## src/design/tmsg_pkg.sv

```systemverilog
// Shared types and constants for the text-mode scan line generator.
// No dependencies; every module of the block imports this package.
package tmsg_pkg;

	localparam int MAX_CELLS  = 16384;
	localparam int LINE_BYTES = 160;
	localparam int FONT_CHARS = 128;
	localparam int GLYPH_ROWS = 8;
	localparam int WORD_BYTES = 8;
	localparam int WORD_LIMIT = 20;

	localparam int CELL_AW  = $clog2(MAX_CELLS);
	localparam int FONT_AW  = $clog2(FONT_CHARS * GLYPH_ROWS);
	localparam int BYTE_AW  = $clog2(LINE_BYTES);
	localparam int LANE_W   = $clog2(WORD_BYTES);
	localparam int GROW_W   = $clog2(GLYPH_ROWS);
	localparam int WORD_CAP = (LINE_BYTES / WORD_BYTES < WORD_LIMIT) ?
		LINE_BYTES / WORD_BYTES : WORD_LIMIT;
	localparam int WORD_AW  = $clog2(WORD_CAP + 1);

	localparam int KIND_W = 2;
	localparam int ADDR_W = 14;
	localparam int DATA_W = 8;
	localparam int PIX_W  = 64;
	localparam int LINE_W = 10;
	localparam int FH_W   = 10;
	localparam int FW_W   = 11;
	localparam int ROWS_W = 8;
	localparam int COLS_W = 8;

	localparam int CFG_IDX_W = 2;
	localparam int CFG_DW    = 11;

	localparam int IQ_DEPTH = 4;
	localparam int OQ_DEPTH = 8;
	localparam int IQ_AW    = $clog2(IQ_DEPTH);
	localparam int OQ_AW    = $clog2(OQ_DEPTH);
	localparam int IQ_CW    = $clog2(IQ_DEPTH + 1);
	localparam int OQ_CW    = $clog2(OQ_DEPTH + 1);

	localparam logic [DATA_W-1:0] CODE_LO = DATA_W'(32);
	localparam logic [DATA_W-1:0] CODE_HI = DATA_W'(127);

	localparam logic [KIND_W-1:0] KIND_TICK = KIND_W'(0);
	localparam logic [KIND_W-1:0] KIND_CELL = KIND_W'(1);
	localparam logic [KIND_W-1:0] KIND_FONT = KIND_W'(2);

	localparam logic [CFG_IDX_W-1:0] CFG_FRAME_HEIGHT = CFG_IDX_W'(0);
	localparam logic [CFG_IDX_W-1:0] CFG_FRAME_WIDTH  = CFG_IDX_W'(1);
	localparam logic [CFG_IDX_W-1:0] CFG_TEXT_ROWS    = CFG_IDX_W'(2);
	localparam logic [CFG_IDX_W-1:0] CFG_TEXT_COLS    = CFG_IDX_W'(3);

	localparam logic [FH_W-1:0]   RST_FRAME_HEIGHT = FH_W'(480);
	localparam logic [FW_W-1:0]   RST_FRAME_WIDTH  = FW_W'(640);
	localparam logic [ROWS_W-1:0] RST_TEXT_ROWS    = ROWS_W'(60);
	localparam logic [COLS_W-1:0] RST_TEXT_COLS    = COLS_W'(80);

	typedef enum logic [1:0] {
		OP_TICK,
		OP_CELL,
		OP_FONT
	} op_t;

	typedef struct packed {
		op_t               op;
		logic [ADDR_W-1:0] addr;
		logic [DATA_W-1:0] data;
	} cmd_t;

	typedef struct packed {
		logic [FH_W-1:0]   frame_height;
		logic [FW_W-1:0]   frame_width;
		logic [ROWS_W-1:0] text_rows;
		logic [COLS_W-1:0] text_cols;
	} cfg_t;

	typedef struct packed {
		logic [PIX_W-1:0]  pixel_word;
		logic [LINE_W-1:0] line_number;
		logic              last;
	} res_t;

endpackage

```

## src/design/tmsg_outq.sv

```systemverilog
// Result queue: holds finished pixel words until popped.
// Depends on tmsg_pkg.
module tmsg_outq (
	input  logic                       clk,
	input  logic                       arst_n,
	input  logic                       res_push,
	input  tmsg_pkg::res_t             res,
	input  logic                       pop,
	output logic                       empty,
	output tmsg_pkg::res_t             head,
	output logic [tmsg_pkg::OQ_CW-1:0] cnt
);
	import tmsg_pkg::*;

	res_t             q_mem [OQ_DEPTH];
	logic [OQ_AW-1:0] wr_ptr_q;
	logic [OQ_AW-1:0] rd_ptr_q;
	logic [OQ_CW-1:0] cnt_q;
	logic             deq;

	assign empty = cnt_q == '0;
	assign deq   = pop && !empty;
	assign head  = q_mem[rd_ptr_q];
	assign cnt   = cnt_q;

	always_ff @(posedge clk) begin
		if (res_push) begin
			q_mem[wr_ptr_q] <= res;
		end
	end

	always_ff @(posedge clk or negedge arst_n) begin
		if (!arst_n) begin
			wr_ptr_q <= '0;
			rd_ptr_q <= '0;
			cnt_q    <= '0;
		end else begin
			if (res_push) begin
				wr_ptr_q <= wr_ptr_q + 1'b1;
			end
			if (deq) begin
				rd_ptr_q <= rd_ptr_q + 1'b1;
			end
			if (res_push && !deq) begin
				cnt_q <= cnt_q + 1'b1;
			end else if (!res_push && deq) begin
				cnt_q <= cnt_q - 1'b1;
			end
		end
	end

endmodule

```

## config.mk

```make
export PLATFORM = sky130hd
export DESIGN_NAME = tmsg_outq
export DESIGN_NICKNAME = d
export VERILOG_FILES = /design/src/design/tmsg_pkg.sv /design/src/design/tmsg_outq.sv
export SDC_FILE = /design/constraint.sdc
export NUM_CORES = 1
export LEC_CHECK = 0
export ABC_AREA = 1
export BUFFER_PORTS_ARGS = -buffer_cell sky130_fd_sc_hd__buf_2
export CAP_MARGIN = 20
export CORE_MARGIN = 2
export CORE_UTILIZATION = 35
export CTS_CLUSTER_DIAMETER = 100
export DETAILED_ROUTE_END_ITERATION = 12
export PLACE_DENSITY = 0.59
export SYNTH_ARGS = -nofsm -noshare
export SYNTH_HDL_FRONTEND = slang
export SYNTH_SLANG_ARGS = --single-unit
```

## constraint.sdc

```tcl
create_clock -name clk -period 9.8 [get_ports clk]
set_input_delay 0.49 -clock clk [delete_from_list [all_inputs] [get_ports clk]]
set_output_delay 0.49 -clock clk [all_outputs]
set_load 0.1 [all_outputs]
```

# Word level (Yosys, flattened, before mapping)
# Memory sizes are Yosys's and may differ from the RTL's.
# Index checks and enable logic that the tools add are counted.
totals:
  n_memories: 1
  ramBits: 600
  register_bits: 10
  out_inout_bits: 80
  word_cells: 20
mem_list:
  columns: ["memory", "words", "width", "read_ports", "rd_ports_with_merged_regs", "write_ports", "line", "text"]
  rows:
  - ["q_mem", 8, 75, 1, 0, 1, "tmsg_outq.sv:15", "res_t q_mem [OQ_DEPTH];"]
classes:
  mux: 4
  reduce_logical: 8
  n_addsub: 4
ops:
  columns: ["cell", "count"]
  rows:
  - ["$mux 4", 2]
  - ["$add 3x1->3 const B", 2]
  - ["$add 4x1->4 const B", 1]
  - ["$logic_not 4->1", 1]
  - ["$sub 4x1->4 const B", 1]
  - ["$logic_and 1x1->1", 3]
  - ["$logic_not 1->1", 3]
  - ["$mux 1", 2]
  - ["$reduce_bool 2->1", 1]

# Depth between registers and ports, before layout
depth:
  ltp_word: 6
  depth_mapped: 12
  depth_no_buf: 12

# Worst setup path after synthesis
# No wires, ideal clock.
synth_path:
  path_kind: "input -> register"
  start: "in res_push"
  end: "mem q_mem[0][0] in the netlist's numbering, enable pin"
  setup_time_ns: 0.509
  path_stages: 3
  setup_slack_ns: 5.321
  required_time_ns: 9.291
  arrival_ns: 3.971
  cell_sequence: "inv_1 -> or2_2 -> nor2_1"
synth_via:
  elab_chain_len: 2
synth_lines:
  columns: ["item", "line", "text"]
  rows:
  - ["from (decl)", "tmsg_outq.sv:6", "input logic res_push,"]
  - ["$mux 1", "tmsg_outq.sv:27", "if (res_push) begin"]
  - ["$mux 1 (implied by the code)", "tmsg_outq.sv:28", "q_mem[wr_ptr_q] <= res;"]
  - ["to (decl)", "tmsg_outq.sv:15", null]
# No other way between the ends.

==> impl_metrics.csv <==
group,metric,value,unit
outcome,status,"complete, no violations",
final_layout,final_area,30310,um2
grt,grt_pass1_vias,15690,
clocking,cts_tree,"built",
synth,synth_top_area_share,68.50,%
setup_path,worst-r2r-setup-slack,7.12,ns
floorplanning,die_area,77360,um2
placed_design,port_buffers,158,
drt,firstDrtPassIters,5,
clocking,cts_made_buffers,72,
final_layout,syn_to_final_growth,15.26,%
placed_design,dp.cells,3703,
clocking,cts.sinks,610,
placed_design,placed_area,27930,um2
drt,vias,16580,
synth,synth_cells,2667,
grt,grt_pass1_wl,90950,um
grt,antenna_found_initial,8,
clocking,root_buffer,"clkbuf_16",
synth,synth_edf_count,600,
synth,synth_top_cell_by_area,"edfxtp_1",
clocking,cts_htree_levels,3,
synth,synth_commonest_cells,"nand2_1, nor2_1, edfxtp_1, inv_1, buf_2",
setup_path,crit_required,9.31,ns
drt,wirelength,59200,um
floorplanning,io_pins,159,
synth,ys_warn_count,0,
synth,async_flop_share,1.639,%
setup_path,worstSetupEndpointType,"output pin",
synth,syn_avg_cell_area,9.862,um2
clocking,clk_path_buf_depth,3,
synth,synth_flop_cell,"edfxtp_1",
floorplanning,start_util,35.33,%
synth,ys_ff_latch,610,
clocking,postCtsSetupBuffers,0,
worst_hold_path,hold_path_class,"in -> reg",
setup_path,crit_path_start,"rd_ptr_q[1]",
timing,setup_tns,0,ns
timing,tightest_slew,1.261,ns
timing,skew,0.01514,ns
floorplanning,row_count,100,
timing,clock.fmax,234.7,MHz
grt,grt_max_degree,250,
drt,drt_iter0_markers,1054,
floorplanning,core,74450,um2
setup_path,rr_endpoint,"q_mem[2][26]",
setup_path,arrival,3.77,ns
flow_run,cap_violations,0,
setup_path,crit_type,"reg -> out",
timing,hold_violations,0,
placed_design,place.gp.congestion,0.7289,
synth,synthTopCellsByArea,"edfxtp_1, nand2_1, nor2_1",
timing,finalCritPeriodShare,43.48,%
setup_path,cp-start-kind,"flop",
synth,ys_seq_area_share,69.45,%
drt,drt-wirelength-per-cell,15.42,um
setup_path,critPathCapture,"head[74]",
timing,rsz0062_at_grt,"false",
setup_path,r2r_cells,4,
setup_path,rr_startpoint,"wr_ptr_q[0]",
synth,yosysMostFrequentCell,"nand2_1",
timing,relSlewSlack,15.96,%
drt,viasPerCell,4.319,
clocking,clk_latency,0.60,ns
grt,grtUsageTotal,15.34,%
final_layout,fin_nets,2895,
synth,synth_cell_types,19,
placed_design,place_hpwl,29410,um
timing,fin_crit,4.261,ns
synth,netlist_area,26300,um2
timing,slew_violations,0,
timing,setup_violations,0,
drt,ant_nets,0,
final_layout,layout-drive-gt1-share,10.43,%
synth,synth_fp_nets,2752,
setup_path,path_max_fanout,82,
floorplanning,dieHeight,278.1,um
floorplanning,fp.dieW,278.1,um
grt,grt_remaining_overflow,0,
final_layout,instances_no_fill,3839,
drt,drc_errors,0,
clocking,path_clk_slew,0.06,ns
## per-layer routing
metal  share of wire, %  routed length (um)  GRT usage [%]  up-vias
li1                   -                   -              -     8574
met1                 47               27540          20.69     7638
met2                 47               27710          25.00      278
met3                4.7                2763          2.837       83
met4                1.9                1136          5.031        8
met5              0.086                  51              0        -
## cell usage in the layout, fill, tap and decap left out, drive strengths merged
master / count
fa: 1
clkbuf: 87
nor2: 612
dfrtp: 10
or2: 2
clkinv: 30
bufinv: 6
ha: 5
xor2: 2
inv: 315
xnor2: 3
nand2: 999
edfxtp: 600
nand3: 3
o21ai: 2
a21oi: 1
buf: 184
dlygate4sd3: 1
diode: 4
clkinvlp: 3
## how the worst min path moves through the flow
| stage | startpoint | to | slack, ns | depth (start not counted) |
|---|---|---|---|---|
| after floorplan | arst_n | cnt[0] | 0.19 | 0 |
| after global placement | arst_n | cnt[0] | 0.39 | 1 |
| after detailed placement | arst_n | cnt[0] | 0.40 | 1 |
| after CTS | res[58] | q_mem[6][58] | 0.11 | 1 |
| after global routing | res[58] | q_mem[6][58] | 0.14 | 1 |
| final | res[6] | q_mem[1][6] | 0.15 | 1 |
## repair_timing
action / 4_1_cts / 5_1_grt
gates resized for setup: 0 / 0
hold endpoints to repair: 10 / 0
hold buffers: 1 / 0
## final cells by class
cell class / instances / area [um2]
diodes: 4 / 10.01
well taps: 969 / 1212
multi-input cells: 1630 / 6276
inverters: 311 / 1175
repair buffers: 185 / 1028
clock buffers: 87 / 1964
fillers: 7057 / 44130
flip-flops and latches: 610 / 18280
clock inverters: 43 / 369.1
## state kept, by name, indices dropped and copies added (netlist names)
name	cells
q_mem	600
rd_ptr_q	3
cnt	4
wr_ptr_q	3
## cells by family (layout without fill, tap and decap cells)
group	Yosys count	after routing	share of synthesized area, %
and+or+nand+nor	1616	1616	23.10
other	0	4	0
buffers and inverters	427	626	6.912
DFF	610	610	69.45
AOI/OAI and AO/OA	3	3	0.05707
adders and majority gates	6	6	0.3140
xor gates and xnor gates	5	5	0.1665
## per-stage QoR
step	util [%]	worst slack, ns	hold slack, ns
floorplan	-	5.321	0.1944
global placement	37.52	6.040	0.3931
detailed placement	37.52	6.061	0.3956
CTS	40.67	5.408	0.1149
global route	40.72	5.262	0.1444
finish	40.72	5.539	0.1547
## worst max-delay path, stage by stage (launching register included)
cell and delay, ns:
dfrtp_4 0.76, inv_6 0.69, buf_4 0.85, nor2_1 0.11
nand2_1 0.09, nand2_1 0.05, nand2_1 0.05, nand2_1 0.17
buf_2 0.35
Power is left out: the tool's default activity adds up to more than one toggle a clock period on the data nets, which glitch-free logic cannot reach.
