--- config.mk ---
export PLATFORM = sky130hd
export DESIGN_NAME = tmsg_front
export DESIGN_NICKNAME = d
export VERILOG_FILES = /design/src/design/tmsg_pkg.sv /design/src/design/tmsg_front.sv
export SDC_FILE = /design/constraint.sdc
export NUM_CORES = 1
export LEC_CHECK = 0
export BUFFER_PORTS_ARGS = -buffer_cell sky130_fd_sc_hd__buf_4
export CORE_ASPECT_RATIO = 1.25
export CORE_UTILIZATION = 40
export CTS_BUF_LIST = sky130_fd_sc_hd__clkbuf_8
export DETAILED_ROUTE_END_ITERATION = 10
export PLACE_DENSITY = 0.69
export RECOVER_POWER = 50
export SETUP_SLACK_MARGIN = 0.15
export SLEW_MARGIN = 5
export SYNTH_ARGS = -nofsm -noshare
export SYNTH_HDL_FRONTEND = slang
export SYNTH_SLANG_ARGS = --single-unit
--- constraint.sdc ---
create_clock -name clk -period 2 [get_ports clk]
set_input_delay 0.4 -clock clk [delete_from_list [all_inputs] [get_ports clk]]
set_output_delay 0.4 -clock clk [all_outputs]
set_load 0.03 [all_outputs]
--- src/design/tmsg_pkg.sv ---
// Shared types and constants for the text-mode scan line generator.
// No dependencies; every module of the block imports this package.
package tmsg_pkg;

	localparam int MAX_CELLS  = 16384;
	localparam int LINE_BYTES = 160;
	localparam int FONT_CHARS = 128;
	localparam int GLYPH_ROWS = 8;
	localparam int WORD_BYTES = 8;
	localparam int WORD_LIMIT = 20;

	localparam int CELL_AW  = $clog2(MAX_CELLS);
	localparam int FONT_AW  = $clog2(FONT_CHARS * GLYPH_ROWS);
	localparam int BYTE_AW  = $clog2(LINE_BYTES);
	localparam int LANE_W   = $clog2(WORD_BYTES);
	localparam int GROW_W   = $clog2(GLYPH_ROWS);
	localparam int WORD_CAP = (LINE_BYTES / WORD_BYTES < WORD_LIMIT) ?
		LINE_BYTES / WORD_BYTES : WORD_LIMIT;
	localparam int WORD_AW  = $clog2(WORD_CAP + 1);

	localparam int KIND_W = 2;
	localparam int ADDR_W = 14;
	localparam int DATA_W = 8;
	localparam int PIX_W  = 64;
	localparam int LINE_W = 10;
	localparam int FH_W   = 10;
	localparam int FW_W   = 11;
	localparam int ROWS_W = 8;
	localparam int COLS_W = 8;

	localparam int CFG_IDX_W = 2;
	localparam int CFG_DW    = 11;

	localparam int IQ_DEPTH = 4;
	localparam int OQ_DEPTH = 8;
	localparam int IQ_AW    = $clog2(IQ_DEPTH);
	localparam int OQ_AW    = $clog2(OQ_DEPTH);
	localparam int IQ_CW    = $clog2(IQ_DEPTH + 1);
	localparam int OQ_CW    = $clog2(OQ_DEPTH + 1);

	localparam logic [DATA_W-1:0] CODE_LO = DATA_W'(32);
	localparam logic [DATA_W-1:0] CODE_HI = DATA_W'(127);

	localparam logic [KIND_W-1:0] KIND_TICK = KIND_W'(0);
	localparam logic [KIND_W-1:0] KIND_CELL = KIND_W'(1);
	localparam logic [KIND_W-1:0] KIND_FONT = KIND_W'(2);

	localparam logic [CFG_IDX_W-1:0] CFG_FRAME_HEIGHT = CFG_IDX_W'(0);
	localparam logic [CFG_IDX_W-1:0] CFG_FRAME_WIDTH  = CFG_IDX_W'(1);
	localparam logic [CFG_IDX_W-1:0] CFG_TEXT_ROWS    = CFG_IDX_W'(2);
	localparam logic [CFG_IDX_W-1:0] CFG_TEXT_COLS    = CFG_IDX_W'(3);

	localparam logic [FH_W-1:0]   RST_FRAME_HEIGHT = FH_W'(480);
	localparam logic [FW_W-1:0]   RST_FRAME_WIDTH  = FW_W'(640);
	localparam logic [ROWS_W-1:0] RST_TEXT_ROWS    = ROWS_W'(60);
	localparam logic [COLS_W-1:0] RST_TEXT_COLS    = COLS_W'(80);

	typedef enum logic [1:0] {
		OP_TICK,
		OP_CELL,
		OP_FONT
	} op_t;

	typedef struct packed {
		op_t               op;
		logic [ADDR_W-1:0] addr;
		logic [DATA_W-1:0] data;
	} cmd_t;

	typedef struct packed {
		logic [FH_W-1:0]   frame_height;
		logic [FW_W-1:0]   frame_width;
		logic [ROWS_W-1:0] text_rows;
		logic [COLS_W-1:0] text_cols;
	} cfg_t;

	typedef struct packed {
		logic [PIX_W-1:0]  pixel_word;
		logic [LINE_W-1:0] line_number;
		logic              last;
	} res_t;

endpackage

--- src/design/tmsg_front.sv ---
// Front end: accepts input transactions, classifies them and queues commands.
// Depends on tmsg_pkg.
module tmsg_front (
	input  logic                    clk,
	input  logic                    arst_n,
	input  logic                    push,
	output logic                    full,
	input  logic [tmsg_pkg::KIND_W-1:0] kind,
	input  logic [tmsg_pkg::ADDR_W-1:0] address,
	input  logic [tmsg_pkg::DATA_W-1:0] data,
	input  logic                    busy,
	output logic                    cmd_valid,
	output tmsg_pkg::cmd_t          cmd,
	input  logic                    cmd_pop
);
	import tmsg_pkg::*;

	cmd_t             q_mem [IQ_DEPTH];
	logic [IQ_AW-1:0] wr_ptr_q;
	logic [IQ_AW-1:0] rd_ptr_q;
	logic [IQ_CW-1:0] cnt_q;
	logic             keep;
	logic             enq;
	cmd_t             new_cmd;

	always_comb begin
		keep        = 1'b0;
		new_cmd.op  = OP_TICK;
		new_cmd.addr = address;
		new_cmd.data = data;
		unique case (kind)
			KIND_TICK: begin
				keep       = 1'b1;
				new_cmd.op = OP_TICK;
			end
			KIND_CELL: begin
				keep       = 32'(address) < 32'(MAX_CELLS);
				new_cmd.op = OP_CELL;
			end
			KIND_FONT: begin
				keep       = 32'(address) < 32'(FONT_CHARS * GLYPH_ROWS);
				new_cmd.op = OP_FONT;
			end
			default: begin
				keep = 1'b0;
			end
		endcase
	end

	assign full      = (cnt_q == IQ_CW'(IQ_DEPTH)) || busy;
	assign enq       = push && !full && keep;
	assign cmd_valid = cnt_q != '0;
	assign cmd       = q_mem[rd_ptr_q];

	always_ff @(posedge clk) begin
		if (enq) begin
			q_mem[wr_ptr_q] <= new_cmd;
		end
	end

	always_ff @(posedge clk or negedge arst_n) begin
		if (!arst_n) begin
			wr_ptr_q <= '0;
			rd_ptr_q <= '0;
			cnt_q    <= '0;
		end else begin
			if (enq) begin
				wr_ptr_q <= wr_ptr_q + 1'b1;
			end
			if (cmd_pop) begin
				rd_ptr_q <= rd_ptr_q + 1'b1;
			end
			if (enq && !cmd_pop) begin
				cnt_q <= cnt_q + 1'b1;
			end else if (!enq && cmd_pop) begin
				cnt_q <= cnt_q - 1'b1;
			end
		end
	end

endmodule

**Word level (Yosys, flattened, before mapping)**

Memories as Yosys holds them, arrays and structs flattened.
Index checks and enable logic that the tools add are counted.

- Register bits after elaboration: 7
- Memory bits (writable): 96
- Input port bits: 29
- Logic and storage cells: 30
- Memories: 1

- $add $sub $neg: 4
- Order comparisons: 1
- Equality and inequality tests: 3
- Muxes and demuxes: 6
- Reductions and logical operators: 12

Memory list:

| name | words | bits a word | rd ports | clocked after memory_dff | write ports | line | text |
|---|---|---|---|---|---|---|---|
| q_mem | 4 | 24 | 1 | 0 | 1 | tmsg_front.sv:18 | `cmd_t q_mem [IQ_DEPTH];` |

Operators with widths:

| kind | count |
|---|---|
| $lt A14 B11 Y1 const B | 1 |
| $mux W3 | 2 |
| $add A2 B1 Y2 const B | 2 |
| $logic_and A1 B1 Y1 | 4 |
| $pmux W2 S2 | 1 |
| $add A3 B1 Y3 const B | 1 |
| $eq A3 B3 Y1 const B | 1 |
| $logic_not A1 Y1 | 3 |
| $reduce_bool A3 Y1 | 1 |
| $sub A3 B1 Y3 const B | 1 |
| $eq A2 B1 Y1 const B | 1 |
| $eq A2 B2 Y1 const B | 1 |
| $logic_not A2 Y1 | 1 |
| $mux W1 | 2 |
| $pmux W1 S2 | 1 |
| $reduce_bool A2 Y1 | 1 |
| $reduce_or A2 Y1 | 1 |
| $logic_or A1 B1 Y1 | 1 |

**Depth between registers and ports, before layout**

- Depth in word-level cells: 9
- Mapped depth: 9
- Gate-level depth less buffers: 9

**Worst setup path after synthesis**

No wires, ideal clock.

- Kind: input to register
- Start: in kind[0] in the netlist's numbering
- End: reg cnt_q[2]
- Arrival: 2,426 ps
- Path slack: -505 ps
- Stages: 9
- Buffers on the path: 0
- Cells stage by stage: or4_1 -> o21a_1 -> nor3b_4 -> ha_1 -> inv_1 -> fa_1 -> xor2_1 -> nor2_1 -> xor2_1

- Longest elaborated chain between the ends: 7

RTL lines:

| item | line | text |
|---|---|---|
| start, declared | tmsg_front.sv:8 | `input logic [tmsg_pkg::KIND_W-1:0] kind,` |
| $eq A2 B1 Y1 / $logic_not A2 Y1 (equally long branches) | tmsg_front.sv:31 | `unique case (kind)` |
| $reduce_or A2 Y1 (no source line) | n/a |  |
| $pmux W1 S2 * | tmsg_front.sv:31 |  |
| $logic_and A1 B1 Y1 * | tmsg_front.sv:51 | `assign enq = push && !full && keep;` |
| via enq | tmsg_front.sv:23 | `logic enq;` |
| $logic_not A1 Y1 | tmsg_front.sv:75 | `end else if (!enq && cmd_pop) begin` |
| $logic_and A1 B1 Y1 | tmsg_front.sv:75 |  |
| $reduce_bool A2 Y1 (no source line) | n/a |  |
| end signal, assigned | tmsg_front.sv:74 | `cnt_q <= cnt_q + 1'b1;` |
| end signal, assigned | tmsg_front.sv:76 | `cnt_q <= cnt_q - 1'b1;` |
| end, declared | tmsg_front.sv:21 | `logic [IQ_CW-1:0] cnt_q;` |

The timed path passes the listed nets; every way through them passes the cells marked *.
A chain may end at the register's enable or synchronous reset.

**Final worst setup path**

- Start: in kind[0] in the netlist's numbering
- End: mem q_mem[2][18] in the netlist's numbering, enable pin

- Longest elaborated chain between the ends: 6

RTL lines:

| item | line | text |
|---|---|---|
| $eq A2 B1 Y1 / $logic_not A2 Y1 (equally long branches) | tmsg_front.sv:31 |  |
| $reduce_or A2 Y1 (no source line) | n/a |  |
| $pmux W1 S2 * | tmsg_front.sv:31 |  |
| $logic_and A1 B1 Y1 * | tmsg_front.sv:51 |  |
| via enq | tmsg_front.sv:23 |  |
| $mux W1 * | tmsg_front.sv:56 | `if (enq) begin` |
| $mux W1 (implied by the code) * | tmsg_front.sv:57 | `q_mem[wr_ptr_q] <= new_cmd;` |
| end, declared | tmsg_front.sv:18 |  |

Marks and branches as above.

==> flow_metrics.tcl <==
set metrics [dict create \
    status "complete, but fails checks" \
    violations "negative setup slack" \
    place_congestion 0.6908 \
    cellPowerDensity_mw_per_mm2 1229 \
    rsz0062_at_grt "true" \
    cap_violations 0 \
    reg2reg_from "cnt_q[0]" \
    crit_path_start "kind[0]" \
    grt.overflow.total 0 \
    grt_max_degree 19 \
    synth_fp_nets 200 \
    drt-total-wl_um 7299 \
    worstMarginPinSlew_ps 285.3 \
    finalSetupViolCount 104 \
    vias_per_cell 4.929 \
    grt_pass1_vias 2093 \
    antenna_left 0 \
    final_cell_count_no_fill 396 \
    placed_cells 358 \
    cp-start-kind "primary input" \
    syn_area_mm2 0.003900 \
    vias 1952 \
    p_leak_nw 1.912 \
    worstPathArrival_ps 2190 \
    dpl_cell_area_mm2 0.004731 \
    synth_common_cells "edfxtp_1, mux4_2, dfrtp_1" \
    syn_inst 165 \
    synth_most_common_cell "edfxtp_1" \
    cts_tree "done" \
    critPathKind "primary input to flip-flop" \
    synth-async-reset-ratio_pct 6.796 \
    peakVddDrop_mv 0.7018 \
    min_from "cmd_pop" \
    gr-usage-all-layers_pct 15.90 \
    antenna_cells 0 \
    syn2layout_area_growth_pct 38.31 \
    gr-usage-met3_pct 4.539 \
    clockRootBuffer "clkbuf_8" \
    synth_cell_types 23 \
    avgSynthCellArea_um2 23.64 \
    h-tree-depth 3 \
    dp_slack_ps -514.1 \
    grt_util_met1_pct 19.71 \
    portBuffers 54 \
    worstPathMaxFanout 6 \
    ys_top_cells_by_area "edfxtp_1, mux4_2, dfrtp_1, ha_1, xnor2_1" \
    stdcell_area_mm2 0.005394 \
    io_pins 55 \
    wl_per_cell_um 18.43 \
    post-route-period-util_pct 105.2 \
    synthFlopType "edfxtp_1" \
    cp.required_ps 2090 \
    crit_path_end_kind "flip-flop" \
    drc 0 \
    synth_edf_count 96 \
    nNetsFinal 303 \
    clk_pin_slew_ps 90 \
    cts_buffers 9 \
    fp.dieH_um 112.4 \
    setup_slack_ps -104.0 \
    clock_path_buffers 2 \
    drv_slew 0 \
    grt_util_met2_pct 26.26 \
    yosysWarnings 0 \
    core_region_area_mm2 0.009320 \
    fp-row-count 39 \
    initial_core_util_pct 41.84 \
    r2r_setup_slack_ps 100 \
    tns_ps -5575 \
    finalCriticalPeriod_ps 2104 \
    grt_pass1_wl_um 11670 \
    finalCoreUtilization_pct 57.87 \
    dieArea_mm2 0.01015 \
    drive_gt1_share_pct 47.99 \
    ys_seq_elements 103 \
    first_pass_iters 4 \
    dp_hpwl_um 4368 \
    antenna_found_initial 0 \
    cts_sinks 103 \
    hold_viol 0 \
    dieWidth_um 90.32 \
    grt.busiest_layer "met2" \
    fmax_ghz 0.4753 \
    hold_class "primary input to flip-flop" \
    maxSlewHeadroom_pct 80.94 \
    fillerInstances 694 \
    synth.largest_area_cell "edfxtp_1" \
    synth_top_area_share_pct 73.92 \
    seq_area_frac_synth_pct 78.41 \
    skew_ps 8.477 \
    drt_iter0_markers 88 \
    clkLatencyLatePin_ps 360 \
]
==> per-stage QoR <==
stage	hold slack (ps)	total power, W
after detailed placement	219.9	0.005111
after CTS	213.0	0.006682
after global routing	222.2	0.006925
after global placement	217.2	0.005065
after floorplan	104.4	0.004238
final	243.3	0.006629
==> per-layer routing <==
layer	up-vias	wire [µm]	share of wire (%)
li1	878	-	-
met1	1014	3014	41
met2	51	3812	52
met3	9	312	4.3
met4	0	160	2.2
met5	-	0	0
==> state kept, by name (all words and copies together), names as in the netlist <==
signal,count
cnt_q,3
wr_ptr_q,2
q_mem,96
rd_ptr_q,2
==> logic make-up after synthesis <==
group / share of synthesized area [%]
flops: 78.41
mux: 14.53
buf+inv: 1.058
simple gates: 2.150
xor+xnor: 1.348
compound gates: 0.3851
fa+ha+maj: 2.117
==> final timing paths <==
check	end	cells after the start
worst max-delay path	q_mem[2][18]	10
worst min-delay path	rd_ptr_q[0]	2
worst max register to register	q_mem[2][18]	9
worst min register to register	cnt_q[2]	1
max in group asynchronous	rd_ptr_q[0]	2
min in group asynchronous	rd_ptr_q[1]	2
==> layout by cell type (no fill, tap or decap), drive strengths merged <==
| cell type | instances |
|---|---|
| fa | 1 |
| inv | 7 |
| dfrtp | 7 |
| dlygate4sd3 | 1 |
| xor2 | 3 |
| ha | 5 |
| nor3b | 1 |
| edfxtp | 96 |
| mux4 | 24 |
| or3 | 1 |
| nand2 | 1 |
| clkbuf | 25 |
| a21o | 1 |
| nor2 | 2 |
| clkinv | 3 |
| bufinv | 1 |
| nor2b | 1 |
| xnor2 | 3 |
| and2b | 1 |
| mux2 | 2 |
| buf | 81 |
| or4 | 1 |
| o21a | 1 |
| and2 | 4 |
==> worst max-delay path, cell delays in order <==
cell	delay [ps]
buf_6	90
or4_4	510
o21a_1	210
nor3b_4	220
buf_4	150
buf_6	110
buf_6	90
and2_4	180
buf_12	120
buf_12	110
==> final cells by class <==
cell class              count  area, µm²  share of cell area [%]
repair buffers             98       1145                   21.22
flip-flops and latches    103       3059                   56.72
well taps                 123      153.9                   2.853
clock inverters             7      60.06                   1.113
clock buffers               9      123.9                   2.296
inverters                   4      15.01                  0.2784
multi-input cells          52      837.1                   15.52
==> what timing repair did <==
item | CTS | global route
endpoints found under the setup margin | 123 | 124
pin swaps | 8 | 1
gates resized for setup | 39 | 3
buffers inserted | 13 | 2
cloned | 6 | 0
hold buffers | 1 | 0
endpoints found under the hold margin | 7 | 0
==> where the power goes <==
group          total, W  internal [W]  switching (W)
Combinational   0.00277       0.00139        0.00138
Clock           0.00123      0.000564       0.000667
Sequential      0.00263       0.00255      0.0000819
Total           0.00663       0.00450        0.00213
Power figures use the tool's default switching activity.
